$ cat src/rtl/core/slfd_pkg.sv
// ----------------------------------------------------------------------------
// slfd_pkg
// Shared types and constants for the sync/length frame deframer.
// ----------------------------------------------------------------------------
package slfd_pkg;

    localparam int BYTE_W      = 8;
    localparam int CFG_INDEX_W = 2;

    // Register indexes on the configuration port
    localparam logic [CFG_INDEX_W-1:0] CFG_SYNC_FIRST  = 2'd0;
    localparam logic [CFG_INDEX_W-1:0] CFG_SYNC_SECOND = 2'd1;

    // Register reset values
    localparam logic [BYTE_W-1:0] SYNC_FIRST_RESET  = 8'hAA;
    localparam logic [BYTE_W-1:0] SYNC_SECOND_RESET = 8'h55;

    // Parser phase, one-hot
    typedef enum logic [3:0] {
        PH_HUNT   = 4'b0001,
        PH_SECOND = 4'b0010,
        PH_LENGTH = 4'b0100,
        PH_BODY   = 4'b1000
    } t_phase;

    // Position within the body: first, second, third, or beyond
    typedef enum logic [1:0] {
        POS_FUNCTION = 2'd0,
        POS_ARG_A    = 2'd1,
        POS_ARG_B    = 2'd2,
        POS_REST     = 2'd3
    } t_body_pos;

    // One finished frame
    typedef struct packed {
        logic [BYTE_W-1:0] function_code;
        logic [BYTE_W-1:0] arg_state;
        logic [BYTE_W-1:0] arg_speed;
        logic [BYTE_W-1:0] body_length;
    } t_result;

    // Parser status towards the output stage
    typedef struct packed {
        logic will_emit;   // the next transfer closes a frame
    } t_frame_status;

endpackage

$ cat src/rtl/core/sync_length_frame_deframer.sv
// ----------------------------------------------------------------------------
// sync_length_frame_deframer
// Two-byte sync, length-prefixed frame deframer with a registered result.
// ----------------------------------------------------------------------------
// Received bytes enter on the rx channel at up to one transfer per clock.
// The block hunts for the header pair sync_first, sync_second, takes the
// next byte as the body length and counts that many body bytes; after the
// last body byte one result carries the function byte, the next two body
// bytes (zero where the body is shorter) and the length. A zero length
// drops the frame silently. The result of a closing byte is registered and
// sits in the output register from the next cycle. Bytes
// keep flowing while a result waits, and rx ready drops only when the next
// byte would close a frame and the output register is still occupied. The
// sync values are written through the cfg channel (index 0 first, index 1
// second); the port never stalls and unknown indexes are ignored.
// ----------------------------------------------------------------------------
module sync_length_frame_deframer (
    input  logic                             i_clk,
    input  logic                             i_rst_n,
    // configuration write channel
    input  logic                             i_cfg_valid,
    output logic                             o_cfg_ready,
    input  logic [slfd_pkg::CFG_INDEX_W-1:0] i_cfg_index,
    input  logic [slfd_pkg::BYTE_W-1:0]      i_cfg_data,
    // received bytes
    input  logic                             i_rx_valid,
    output logic                             o_rx_ready,
    input  logic [slfd_pkg::BYTE_W-1:0]      i_rx_byte,
    // finished frames
    output logic                             o_res_valid,
    input  logic                             i_res_ready,
    output logic [slfd_pkg::BYTE_W-1:0]      o_function_code,
    output logic [slfd_pkg::BYTE_W-1:0]      o_arg_state,
    output logic [slfd_pkg::BYTE_W-1:0]      o_arg_speed,
    output logic [slfd_pkg::BYTE_W-1:0]      o_body_length
);

    logic [slfd_pkg::BYTE_W-1:0] r_sync_first;
    logic [slfd_pkg::BYTE_W-1:0] r_sync_second;
    logic                        r_res_valid;
    slfd_pkg::t_result           r_res;

    slfd_pkg::t_frame_status     fsm_status;
    slfd_pkg::t_result           fsm_result;
    logic                        rx_xfer;
    logic                        res_free;

    // Configuration registers: always ready, ignore indexes beyond the list
    assign o_cfg_ready = 1'b1;

    always_ff @(posedge i_clk) begin
        if (!i_rst_n) begin
            r_sync_first  <= slfd_pkg::SYNC_FIRST_RESET;
            r_sync_second <= slfd_pkg::SYNC_SECOND_RESET;
        end else if (i_cfg_valid) begin
            if (i_cfg_index == slfd_pkg::CFG_SYNC_FIRST) begin
                r_sync_first <= i_cfg_data;
            end
            if (i_cfg_index == slfd_pkg::CFG_SYNC_SECOND) begin
                r_sync_second <= i_cfg_data;
            end
        end
    end

    // The output slot is free when empty or being drained this cycle.
    // Hold rx only if the coming byte would close a frame into a full slot.
    assign res_free   = !r_res_valid || i_res_ready;
    assign o_rx_ready = res_free || !fsm_status.will_emit;
    assign rx_xfer    = i_rx_valid && o_rx_ready;

    slfd_frame_fsm u_fsm (
        .i_clk        (i_clk),
        .i_rst_n      (i_rst_n),
        .i_step       (rx_xfer),
        .i_byte       (i_rx_byte),
        .i_sync_first (r_sync_first),
        .i_sync_second(r_sync_second),
        .o_status     (fsm_status),
        .o_result     (fsm_result)
    );

    // Result register: load on the closing byte, drop once transferred
    always_ff @(posedge i_clk) begin
        if (!i_rst_n) begin
            r_res_valid <= 1'b0;
        end else if (rx_xfer && fsm_status.will_emit) begin
            r_res_valid <= 1'b1;
        end else if (i_res_ready) begin
            r_res_valid <= 1'b0;
        end
    end

    always_ff @(posedge i_clk) begin
        if (rx_xfer && fsm_status.will_emit) begin
            r_res <= fsm_result;
        end
    end

    assign o_res_valid     = r_res_valid;
    assign o_function_code = r_res.function_code;
    assign o_arg_state     = r_res.arg_state;
    assign o_arg_speed     = r_res.arg_speed;
    assign o_body_length   = r_res.body_length;

endmodule

$ cat src/rtl/core/slfd_frame_fsm.sv
// ----------------------------------------------------------------------------
// slfd_frame_fsm
// Header hunt, length capture and body count for one received byte a cycle while stepped.
// ----------------------------------------------------------------------------
module slfd_frame_fsm (
    input  logic                        i_clk,
    input  logic                        i_rst_n,
    input  logic                        i_step,
    input  logic [slfd_pkg::BYTE_W-1:0] i_byte,
    input  logic [slfd_pkg::BYTE_W-1:0] i_sync_first,
    input  logic [slfd_pkg::BYTE_W-1:0] i_sync_second,
    output slfd_pkg::t_frame_status     o_status,
    output slfd_pkg::t_result           o_result
);

    slfd_pkg::t_phase            r_phase,      n_phase;
    slfd_pkg::t_body_pos         r_pos,        n_pos;
    logic [slfd_pkg::BYTE_W-1:0] r_bytes_left, n_bytes_left;
    logic [slfd_pkg::BYTE_W-1:0] r_frame_len,  n_frame_len;
    logic [slfd_pkg::BYTE_W-1:0] r_function,   n_function;
    logic [slfd_pkg::BYTE_W-1:0] r_arg_a,      n_arg_a;
    logic [slfd_pkg::BYTE_W-1:0] r_arg_b,      n_arg_b;

    always_comb begin
        n_phase      = r_phase;
        n_pos        = r_pos;
        n_bytes_left = r_bytes_left;
        n_frame_len  = r_frame_len;
        n_function   = r_function;
        n_arg_a      = r_arg_a;
        n_arg_b      = r_arg_b;
        unique case (r_phase)
            slfd_pkg::PH_HUNT: begin
                if (i_byte == i_sync_first) begin
                    n_phase = slfd_pkg::PH_SECOND;
                end
            end
            slfd_pkg::PH_SECOND: begin
                // second sync value wins when both values are equal
                priority if (i_byte == i_sync_second) begin
                    n_phase = slfd_pkg::PH_LENGTH;
                end else if (i_byte == i_sync_first) begin
                    n_phase = slfd_pkg::PH_SECOND;
                end else begin
                    n_phase = slfd_pkg::PH_HUNT;
                end
            end
            slfd_pkg::PH_LENGTH: begin
                if (i_byte == '0) begin
                    n_phase = slfd_pkg::PH_HUNT;
                end else begin
                    n_phase      = slfd_pkg::PH_BODY;
                    n_frame_len  = i_byte;
                    n_bytes_left = i_byte;
                    n_pos        = slfd_pkg::POS_FUNCTION;
                    n_function   = '0;
                    n_arg_a      = '0;
                    n_arg_b      = '0;
                end
            end
            slfd_pkg::PH_BODY: begin
                unique case (r_pos)
                    slfd_pkg::POS_FUNCTION: n_function = i_byte;
                    slfd_pkg::POS_ARG_A:    n_arg_a    = i_byte;
                    slfd_pkg::POS_ARG_B:    n_arg_b    = i_byte;
                    default:                ;
                endcase
                if (r_pos != slfd_pkg::POS_REST) begin
                    n_pos = slfd_pkg::t_body_pos'(r_pos + 2'd1);
                end
                if (r_bytes_left != '0) begin
                    n_bytes_left = r_bytes_left - 8'd1;
                end
                if (r_bytes_left <= 8'd1) begin
                    n_phase = slfd_pkg::PH_HUNT;
                end
            end
            default: begin
                n_phase = slfd_pkg::PH_HUNT;
            end
        endcase
    end

    always_ff @(posedge i_clk) begin
        if (!i_rst_n) begin
            r_phase      <= slfd_pkg::PH_HUNT;
            r_pos        <= slfd_pkg::POS_FUNCTION;
            r_bytes_left <= '0;
            r_frame_len  <= '0;
            r_function   <= '0;
            r_arg_a      <= '0;
            r_arg_b      <= '0;
        end else if (i_step) begin
            r_phase      <= n_phase;
            r_pos        <= n_pos;
            r_bytes_left <= n_bytes_left;
            r_frame_len  <= n_frame_len;
            r_function   <= n_function;
            r_arg_a      <= n_arg_a;
            r_arg_b      <= n_arg_b;
        end
    end

    // A frame closes on the last body byte, whatever its value
    assign o_status.will_emit = (r_phase == slfd_pkg::PH_BODY) && (r_bytes_left <= 8'd1);

    assign o_result.function_code = n_function;
    assign o_result.arg_state     = n_arg_a;
    assign o_result.arg_speed     = n_arg_b;
    assign o_result.body_length   = r_frame_len;

endmodule

$ cat config.mk
export PLATFORM = sky130hd
export DESIGN_NAME = sync_length_frame_deframer
export DESIGN_NICKNAME = d
export VERILOG_FILES = /design/src/rtl/core/slfd_pkg.sv /design/src/rtl/core/sync_length_frame_deframer.sv /design/src/rtl/core/slfd_frame_fsm.sv
export SDC_FILE = /design/constraint.sdc
export NUM_CORES = 1
export LEC_CHECK = 0
export BUFFER_PORTS_ARGS = -buffer_cell sky130_fd_sc_hd__buf_2
export CORE_MARGIN = 10
export CORE_UTILIZATION = 62
export CTS_CLUSTER_DIAMETER = 100
export DETAILED_ROUTE_END_ITERATION = 10
export PLACE_DENSITY = 0.91
export SKIP_CTS_REPAIR_TIMING = 1
export SYNTH_ARGS = -nofsm -noshare
export SYNTH_HDL_FRONTEND = slang
export SYNTH_SLANG_ARGS = --single-unit
$ cat constraint.sdc
create_clock -name i_clk -period 5.9 [get_ports i_clk]
set_input_delay 0.59 -clock i_clk [delete_from_list [all_inputs] [get_ports i_clk]]
set_output_delay 0.59 -clock i_clk [all_outputs]
set_load 0.02 [all_outputs]
# --- Word-level counts from Yosys, hierarchy flattened ---
# Index checks and enable logic that the tools add are counted.
op_classes:
  bitwise_logic: 1
  n_eq_ne: 15
  order_cmp: 1
  n_mux: 23
  n_addsub: 2
  n_reduce_logical: 19
ops:
  columns: ["cell", "count"]
  rows:
  - ["two-way mux 8 bit", 8]
  - ["one-hot mux 8 bit (2 select lines)", 4]
  - ["== test 8 bit", 2]
  - ["two-way mux 4 bit", 4]
  - ["one-hot mux 4 bit (4 select lines)", 1]
  - ["<= comparator 8 x 1 -> 1 bit, second input constant", 1]
  - ["logical NOT 8 bit", 1]
  - ["inequality test 2 x 1 -> 1 bit, second input constant", 4]
  - ["AND reduction 4 bit", 2]
  - ["nonzero test 8 bit", 1]
  - ["subtractor 8 x 1 -> 8 bit, second input constant", 1]
  - ["two-way mux 2 bit", 3]
  - ["AND reduction 3 bit", 2]
  - ["== test 2 x 1 -> 1 bit, second input constant", 2]
  - ["== test 4 x 1 -> 1 bit, second input constant", 1]
  - ["== test 4 x 2 -> 1 bit, second input constant", 1]
  - ["== test 4 x 3 -> 1 bit, second input constant", 1]
  - ["== test 4 bit, second input constant", 1]
  - ["logical NOT 2 bit", 2]
  - ["inequality test 2 bit, second input constant", 2]
  - ["one-hot mux 2 bit (2 select lines)", 1]
  - ["AND reduction 2 bit", 2]
  - ["nonzero test 2 bit", 2]
  - ["logical AND 1 bit", 3]
  - ["6 further kinds", 9]
totals:
  ff_bits: 95
  output_inout_bits: 35
  inputBits: 23
  elab_cells: 75

# --- Logic depth before layout (Yosys ltp) ---
# Gate-level depths: netlist of the first run.
depth:
  word_depth: 7
  depth_mapped: 9
  mapped_depth_nobuf: 7

# --- Modules after synthesis ---
# A second synthesis of the first run with hierarchy kept.
unflattened:
  cells_unflattened: 452
  area_unflattened_um2: 4549.4
modules_own_cells:
  columns: ["mod", "seq_area_each_um2", "cells_each", "instances", "area_per_inst_um2"]
  rows:
  - ["slfd_frame_fsm", 920.9, 338, 1, 2817.7]
  - ["sync_length_frame_deframer", 1301.2, 114, 1, 1731.7]

# --- Worst setup path after synthesis of the first run ---
# Ideal clock, no wire load.
synth_timing:
  path_type: "reg-to-reg"
  from: "register u_fsm.r_bytes_left[0] (netlist name)"
  to: "register r_res, in the netlist o_arg_speed[0], enable pin"
  arrival_ps: 2752
  slack_ps: 2725
  path_buffers: 1
  setup_ps: 422
  stages_incl_launch_ff: 8
  period_less_slack_ps: 3175
  required_time_ps: 5478
  cell_sequence: "dfxtp_1 -> inv_1 -> ha_1 -> nor2_1 -> nand4b_4 -> o21ai_4 -> buf_2 -> nor2_1"
synth_between:
  elab_chain_len: 6
synth_rtl:
  columns: ["item", "line", "rtl"]
  rows:
  - ["start, declared", "slfd_frame_fsm.sv:18", "logic [slfd_pkg::BYTE_W-1:0] r_bytes_left, n_bytes_left;"]
  - ["start signal, assigned", "slfd_frame_fsm.sv:96", "r_bytes_left <= n_bytes_left;"]
  - ["<= comparator 8 x 1 -> 1 bit *", "slfd_frame_fsm.sv:105", "assign o_status.will_emit = (r_phase == slfd_pkg::PH_BODY) && (r_bytes_left <= 8'd1);"]
  - ["logical AND 1 bit *", "slfd_frame_fsm.sv:105", null]
  - ["logical NOT 1 bit", "sync_length_frame_deframer.sv:68", "assign o_rx_ready = res_free || !fsm_status.will_emit;"]
  - ["logical OR 1 bit", "sync_length_frame_deframer.sv:68", null]
  - ["logical AND 1 bit", "sync_length_frame_deframer.sv:69", "assign rx_xfer = i_rx_valid && o_rx_ready;"]
  - ["logical AND 1 bit *", "sync_length_frame_deframer.sv:94", "if (rx_xfer && fsm_status.will_emit) begin"]
  - ["end signal, assigned", "sync_length_frame_deframer.sv:95", "r_res <= fsm_result;"]
  - ["end, declared", "sync_length_frame_deframer.sv:41", "slfd_pkg::t_result r_res;"]
# Every way passes the cells marked *; elsewhere a longest branch is shown, timed or not.
# A chain may end at the register's enable or synchronous reset.

# --- Final worst setup path of the first run ---
layout_timing:
  from: "register u_fsm.r_phase[0]"
  to: "register r_res, in the netlist o_arg_speed[0], enable pin"
layout_between:
  elab_chain_len: 6
layout_rtl:
  columns: ["item", "line", "rtl"]
  rows:
  - ["start, declared", "slfd_frame_fsm.sv:16", "slfd_pkg::t_phase r_phase, n_phase;"]
  - ["start signal, assigned", "slfd_frame_fsm.sv:86", "r_phase <= slfd_pkg::PH_HUNT;"]
  - ["start signal, assigned", "slfd_frame_fsm.sv:94", "r_phase <= n_phase;"]
  - ["== test 4 bit *", "slfd_frame_fsm.sv:105", null]
  - ["logical AND 1 bit *", "slfd_frame_fsm.sv:105", null]
  - ["logical NOT 1 bit", "sync_length_frame_deframer.sv:68", null]
  - ["logical OR 1 bit", "sync_length_frame_deframer.sv:68", null]
  - ["logical AND 1 bit", "sync_length_frame_deframer.sv:69", null]
  - ["logical AND 1 bit *", "sync_length_frame_deframer.sv:94", null]
# Marked as above.

==> reports/qor.yml, run 1 <==
yosys:
  synth_seq_area_share: 0.4939
  synth_seq_cells: 95
  synthFlopType: "dfxtp_1"
  ys_warn_count: 0
  synth_edf_count: 32
  yosysMostFrequentCell: "dfxtp_1"
  syn_inst: 439
  synth_area_leader_cell: "dfxtp_1"
  synth_top_cells_by_count: "63 x dfxtp_1, 35 x nand2_1, 32 x edfxtp_1"
  synth_nets: 468
  syn_area_mm2: 0.004499
  synth_area_per_cell_um2: 10.25
  synth_area_leaders: "dfxtp_1 28%, edfxtp_1 21%, mux2i_1 5.3%, nand2_1 2.9%, o211a_1 2.4%"
  ys_types: 53
  async_reset_ff_frac: 0
  yosysTopAreaCellShare: 0.2803
clock_tree:
  insertion_delay_ps: 360
  cts_tree: "done"
  clockRootBuffer: "clkbuf_8"
  clk_pin_slew_ps: 90
  cts_buffers: 9
  htreeDepth: 3
  clock_sinks: 95
  cts_buffer_depth: 2
drt:
  routed_via_density: 6.174
  first_pass_iters: 5
  ant_nets: 0
  wirelength_mm: 10.33
  vias: 3544
  wl_per_cell_um: 18.00
  wl_met1_mm: 4.220
  dr.max_layer_used: "met4"
  wl_met3_um: 675
  remaining_drc_errors: 0
  met2_length_mm: 5.220
  detail_route.iter0.violations: 326
placed_design:
  gp_congestion: 0.8414
  place_inst: 558
  port_buffers: 56
  hpwl_mm: 6.935
timing:
  tns_ps: 0
  period_minus_slack_ps: 3159
  rsz0062_at_grt: "no"
  clock_skew_ps: 8.631
  min_period_over_period: 0.5354
  maxSlewViolCount: 0
  setup_viol: 0
  fmax_mhz: 316.6
  finalHoldViolCount: 0
  max_slew_margin: 0.2648
  tightest_slew_ps: 1098
final_layout:
  antenna_cells: 0
  final_nets: 502
  layout-drive-gt1-share: 0.1946
  fillCellCount: 547
  area_growth_pct: 10.26
  instances_no_fill: 574
pwr:
  ir_drop_v: 0.0002251
  p_leak_nw: 2.011
  power_density_mw_per_mm2: 247.1
setup_path:
  slowest_delay_ps: 850
  critPathTopFamily: "simple AND/OR/NAND/NOR gates"
  r2r-start: "u_fsm.r_phase[0]"
  path_buf_inv: 1
  r2r_setup_slack_ps: 2740
  startpoint_type: "flip-flop"
  r2r-end: "o_arg_speed[0]"
  rr_worst_depth: 5
  crit_path_end_kind: "flip-flop"
  cp.required_ps: 6000
  critical_path_class: "flip-flop to flip-flop"
  path_cells: "nor4b_4, nand4b_4, o21ai_4, nor2_2, buf_4"
  slowest_stage: "nor4b_4"
  worst-path-stages: 5
  crit_fanout: 35
  crit_arrival_ps: 3260
global_route:
  grt_pass1_vias: 3476
  grt-ovfl-total: 0
  grtUsageTotal: 0.1851
  grt_start_max_net_pins: 65
  grt_pass1_wl_mm: 16.95
  antenna_found_initial: 0
floorplanning:
  core_mm2: 0.006907
  die_w_um: 105.2
  dieArea_mm2: 0.01106
  initial_core_util: 0.6514
  die_y_um: 105.2
  boundaryPins: 58
  rows: 30
run_status:
  status: "complete, no violations"
min_path:
  worstHoldEndpoint: "r_sync_second[0]"
  hp-class: "input pin to flip-flop"
  worstHoldStart: "i_cfg_data[0]"
  min_path_cells: 3
job:
  cap_violations: 0
==> layout by cell type (no fill, tap or decap), types with 9 or more instances in the layout <==
cell type and n:
clkbuf_8 9, buf_2 56, nand2_1 35, edfxtp_1 32, o21ai_1 11, o21ai_0 14
nand2b_1 12, dfxtp_1 63, o211a_1 11, nor3b_1 13, nor2b_1 17, a21boi_1 14
a21oi_1 14, nor2_1 27, mux2i_1 24
==> report_power, final <==
| part | leakage, nW | switching, mW | total (mW) | internal, mW |
|---|---|---|---|---|
| Combinational | 1.10 | 0.0540 | 0.0933 | 0.0393 |
| Sequential | 0.807 | 0.0104 | 0.697 | 0.686 |
| Clock | 0.100 | 0.234 | 0.436 | 0.202 |
==> layout make-up <==
type | count | area, um2 | area share
flip-flops and latches | 95 | 2222 | 0.4479
well taps | 96 | 120.1 | 0.02421
multi-input cells | 303 | 2095 | 0.4222
repair buffers | 59 | 302.8 | 0.06103
clock buffers | 9 | 123.9 | 0.02497
inverters | 5 | 18.77 | 0.003783
clock inverters | 7 | 78.83 | 0.01589
==> worst reg2reg max path, stage by stage (launching register included) <==
cell and delay [ps]:
dfxtp_1 400, nor4b_4 850, nand4b_4 290, o21ai_4 760
nor2_2 270, buf_4 320
==> metrics by stage <==
step	instance area, um2	setup slack [ps]	power [mW]	utilization	hold slack [ps]
after floorplan	4499	2725	0.7772	-	408.0
after global placement	4758	2923	0.7966	0.6889	414.5
after detailed placement	4758	2773	0.8023	0.6889	420.1
after CTS	4961	2769	1.230	0.7183	433.7
after global routing	4961	2481	1.267	0.7183	450.1
final	4961	2741	1.226	0.7183	445.9
==> per-layer routing <==
metal	up-vias	track usage
li1	1651	-
met1	1726	0.2165
met2	143	0.3152
met3	24	0.04853
met4	0	0.07255
met5	-	0
==> worst max-delay path by stage <==
stage / from / to / slack [ps]
6_report: u_fsm.r_phase[0] / o_arg_speed[0] / 2740
5_1_grt: u_fsm.r_phase[0] / o_arg_speed[1] / 2480
4_1_cts: u_fsm.r_phase[0] / o_arg_speed[0] / 2770
3_5_place_dp: u_fsm.r_phase[3] / o_body_length[6] / 2770
3_3_place_gp: u_fsm.r_phase[0] / o_body_length[1] / 2920
2_1_floorplan: u_fsm.r_bytes_left[0] / o_arg_speed[0] / 2730
==> kinds of logic after synthesis <==
kind of cell | synth area share
buffers and inverters | 0.04116
DFF | 0.4939
AOI/OAI and AO/OA | 0.1694
other | 0.0008335
and+or+nand+nor | 0.1935
muxes | 0.05339
adders and majority gates | 0.01668
xor gates and xnor gates | 0.03115
Power figures use the tool's default switching activity.
==> run 2, diff against run 1 <==
Settings changed: CORE_UTILIZATION 62 to 52, PLACE_DENSITY 0.91 to 0.82.
Clock period 5.9 ns to 2.8 ns, I/O delays scaled along.
==> run 2 against run 1 <==
Effect of this change:
- core utilization shrank 11 points
- combinational power grew 110%
- worst setup slack lost 2200 ps
- global-route usage shrank 2.3 points
- largest power group unchanged
- first-iteration DRC count shrank 35%
- non-clock buffer count grew 10
==> reports/qor.yml, run 2 (synthesis gave the netlist of run 1 again) <==
timing:
  setup_viol: 0  # unchanged
  tightest_slew_ps: 667.3  # -430.6 ps
  min_period_over_period: 0.8054  # +0.2700
  period_minus_slack_ps: 2255  # -903.6 ps
  finalHoldViolCount: 0  # unchanged
  tns_ps: 0  # unchanged
  fmax_mhz: 443.4  # +40%
  maxSlewViolCount: 0  # unchanged
  holdWs_ps: 149.4  # -296.5 ps
  max_slew_margin: 0.5551  # +0.2903
  rsz0062_at_grt: "no"
  clock_skew_ps: 13.19  # +4.556 ps
final_layout:
  final_nets: 512  # +2.0%
  instances_no_fill: 593  # +3.3%
  area_growth_pct: 12.46
  layout_commonest_cell: "dfxtp_1"
  mostFrequentLayoutCells: "63 x dfxtp_1, 56 x buf_2, 35 x nand2_1"
  design_area_mm2: 0.005060  # +2.0%
  layout-drive-gt1-share: 0.2131  # +0.01855
  antenna_cells: 0  # unchanged
pwr:
  p_leak_nw: 2.066  # +2.7%
  power_mw: 2.589  # +110%
  power_density_mw_per_mm2: 511.7  # +110%
  ir_drop_v: 0.0002768  # +23%
clock_tree:
  clock_sinks: 95  # unchanged
  insertion_delay_ps: 370  # about the same
  cts_buffers: 9  # unchanged
  clk_pin_slew_ps: 90  # about the same
  cts_tree: "done"
  htreeDepth: 3  # unchanged
  cts_buffer_depth: 2  # unchanged
  clockRootBuffer: "clkbuf_8"
global_route:
  grt_pass1_vias: 3341  # -3.9%
  grt_start_max_net_pins: 37  # -43%
  grt-ovfl-total: 0  # unchanged
  grtUsageTotal: 0.1618  # -0.02336
  grt_pass1_wl_mm: 17.07  # +0.69%
  antenna_found_initial: 0  # unchanged
setup_path:
  cp.required_ps: 3060  # -2940 ps
  crit_path_end_kind: "flip-flop"
  crit_top_cell: "o21a_1"
  crit_fanout: 18  # -49%
  slowest_stage: "o21a_1"
  crit_arrival_ps: 2520  # -740 ps
  slowest_delay_ps: 560  # -290 ps
  path_cells: "inv_1, ha_1, nor2_1, nand4b_4, o21a_1, a21oi_1, o21a_1"
  critical_path_class: "flip-flop to flip-flop"
  startpoint_type: "flip-flop"
floorplanning:
  die_w_um: 113.0  # +7.4%
  die_y_um: 113.0  # +7.4%
  core_mm2: 0.008299  # +20%
  initial_core_util: 0.5421  # -0.1093
  boundaryPins: 58  # unchanged
  dieArea_mm2: 0.01277  # +15%
  rows: 33  # +10%
placed_design:
  hpwl_mm: 7.106  # +2.5%
  gp_congestion: 0.8927  # +6.1%
  dpl_cell_area_mm2: 0.004857  # +2.1%
  port_buffers: 56  # unchanged
  place_inst: 577  # +3.4%
job:
  cap_violations: 0  # unchanged
drt:
  first_pass_iters: 5  # unchanged
  wirelength_mm: 10.28  # -0.51%
  detail_route.iter0.violations: 213  # -35%
  ant_nets: 0  # unchanged
  routed_via_density: 5.774  # -6.5%
  remaining_drc_errors: 0  # unchanged
  vias: 3424  # -3.4%
  wl_per_cell_um: 17.33  # -3.7%
min_path:
  hp-class: "input pin to flip-flop"
run_status:
  status: "complete, no violations"
==> run 2: per-stage QoR <==
stage | utilization | setup WS (ps)
after floorplan | - | 167.3
after global placement | 0.5853 | 583.9
after detailed placement | 0.5853 | 552.4
after CTS | 0.6097 | 534.8
after global routing | 0.6097 | 335.9
final | 0.6097 | 544.8
==> run 2: path summary, 6_finish.rpt <==
check,startpoint,end,slack [ps],depth (start not counted)
worst max register to register,u_fsm.r_bytes_left[0],u_fsm.r_pos[0],540,7
worst min register to register,u_fsm.r_frame_len[6],o_body_length[6],450,0
worst min-delay path,i_cfg_data[2],r_sync_second[2],150,3
worst max-delay path,u_fsm.r_bytes_left[0],u_fsm.r_pos[0],540,7
==> run 2: power by group <==
part / internal (mW) / switching, mW / leakage [nW]
Sequential: 1.45 / 0.0206 / 0.807
Combinational: 0.0858 / 0.113 / 1.15
Clock: 0.424 / 0.500 / 0.105
==> run 2: routing by layer <==
| metal | GRT usage | up-vias | part of all wire |
|---|---|---|---|
| met5 | 0 | - | 0 |
| met4 | 0.06007 | 0 | 0.014 |
| met3 | 0.03698 | 9 | 0.067 |
| met2 | 0.2669 | 99 | 0.50 |
| met1 | 0.2014 | 1644 | 0.42 |
| li1 | - | 1672 | - |
==> run 2: final cells by class <==
| class | count | area, um2 |
|---|---|---|
| multi-input cells | 303 | 2095 |
| clock buffers | 9 | 123.9 |
| flip-flops and latches | 95 | 2222 |
| repair buffers | 69 | 390.4 |
| inverters | 5 | 18.77 |
| fillers | 670 | 3239 |
| clock inverters | 7 | 78.83 |
| well taps | 105 | 131.4 |
==> run 2: worst max-delay path: cells and delay by family, from the launching register on <==
kind	cells	cell delay, ps
adder cells (fa/ha/maj)	1	240
AO/OA/AOI/OAI	3	910
flip-flops	1	430
AND/OR/NAND/NOR	2	480
buffers and inverters	1	100
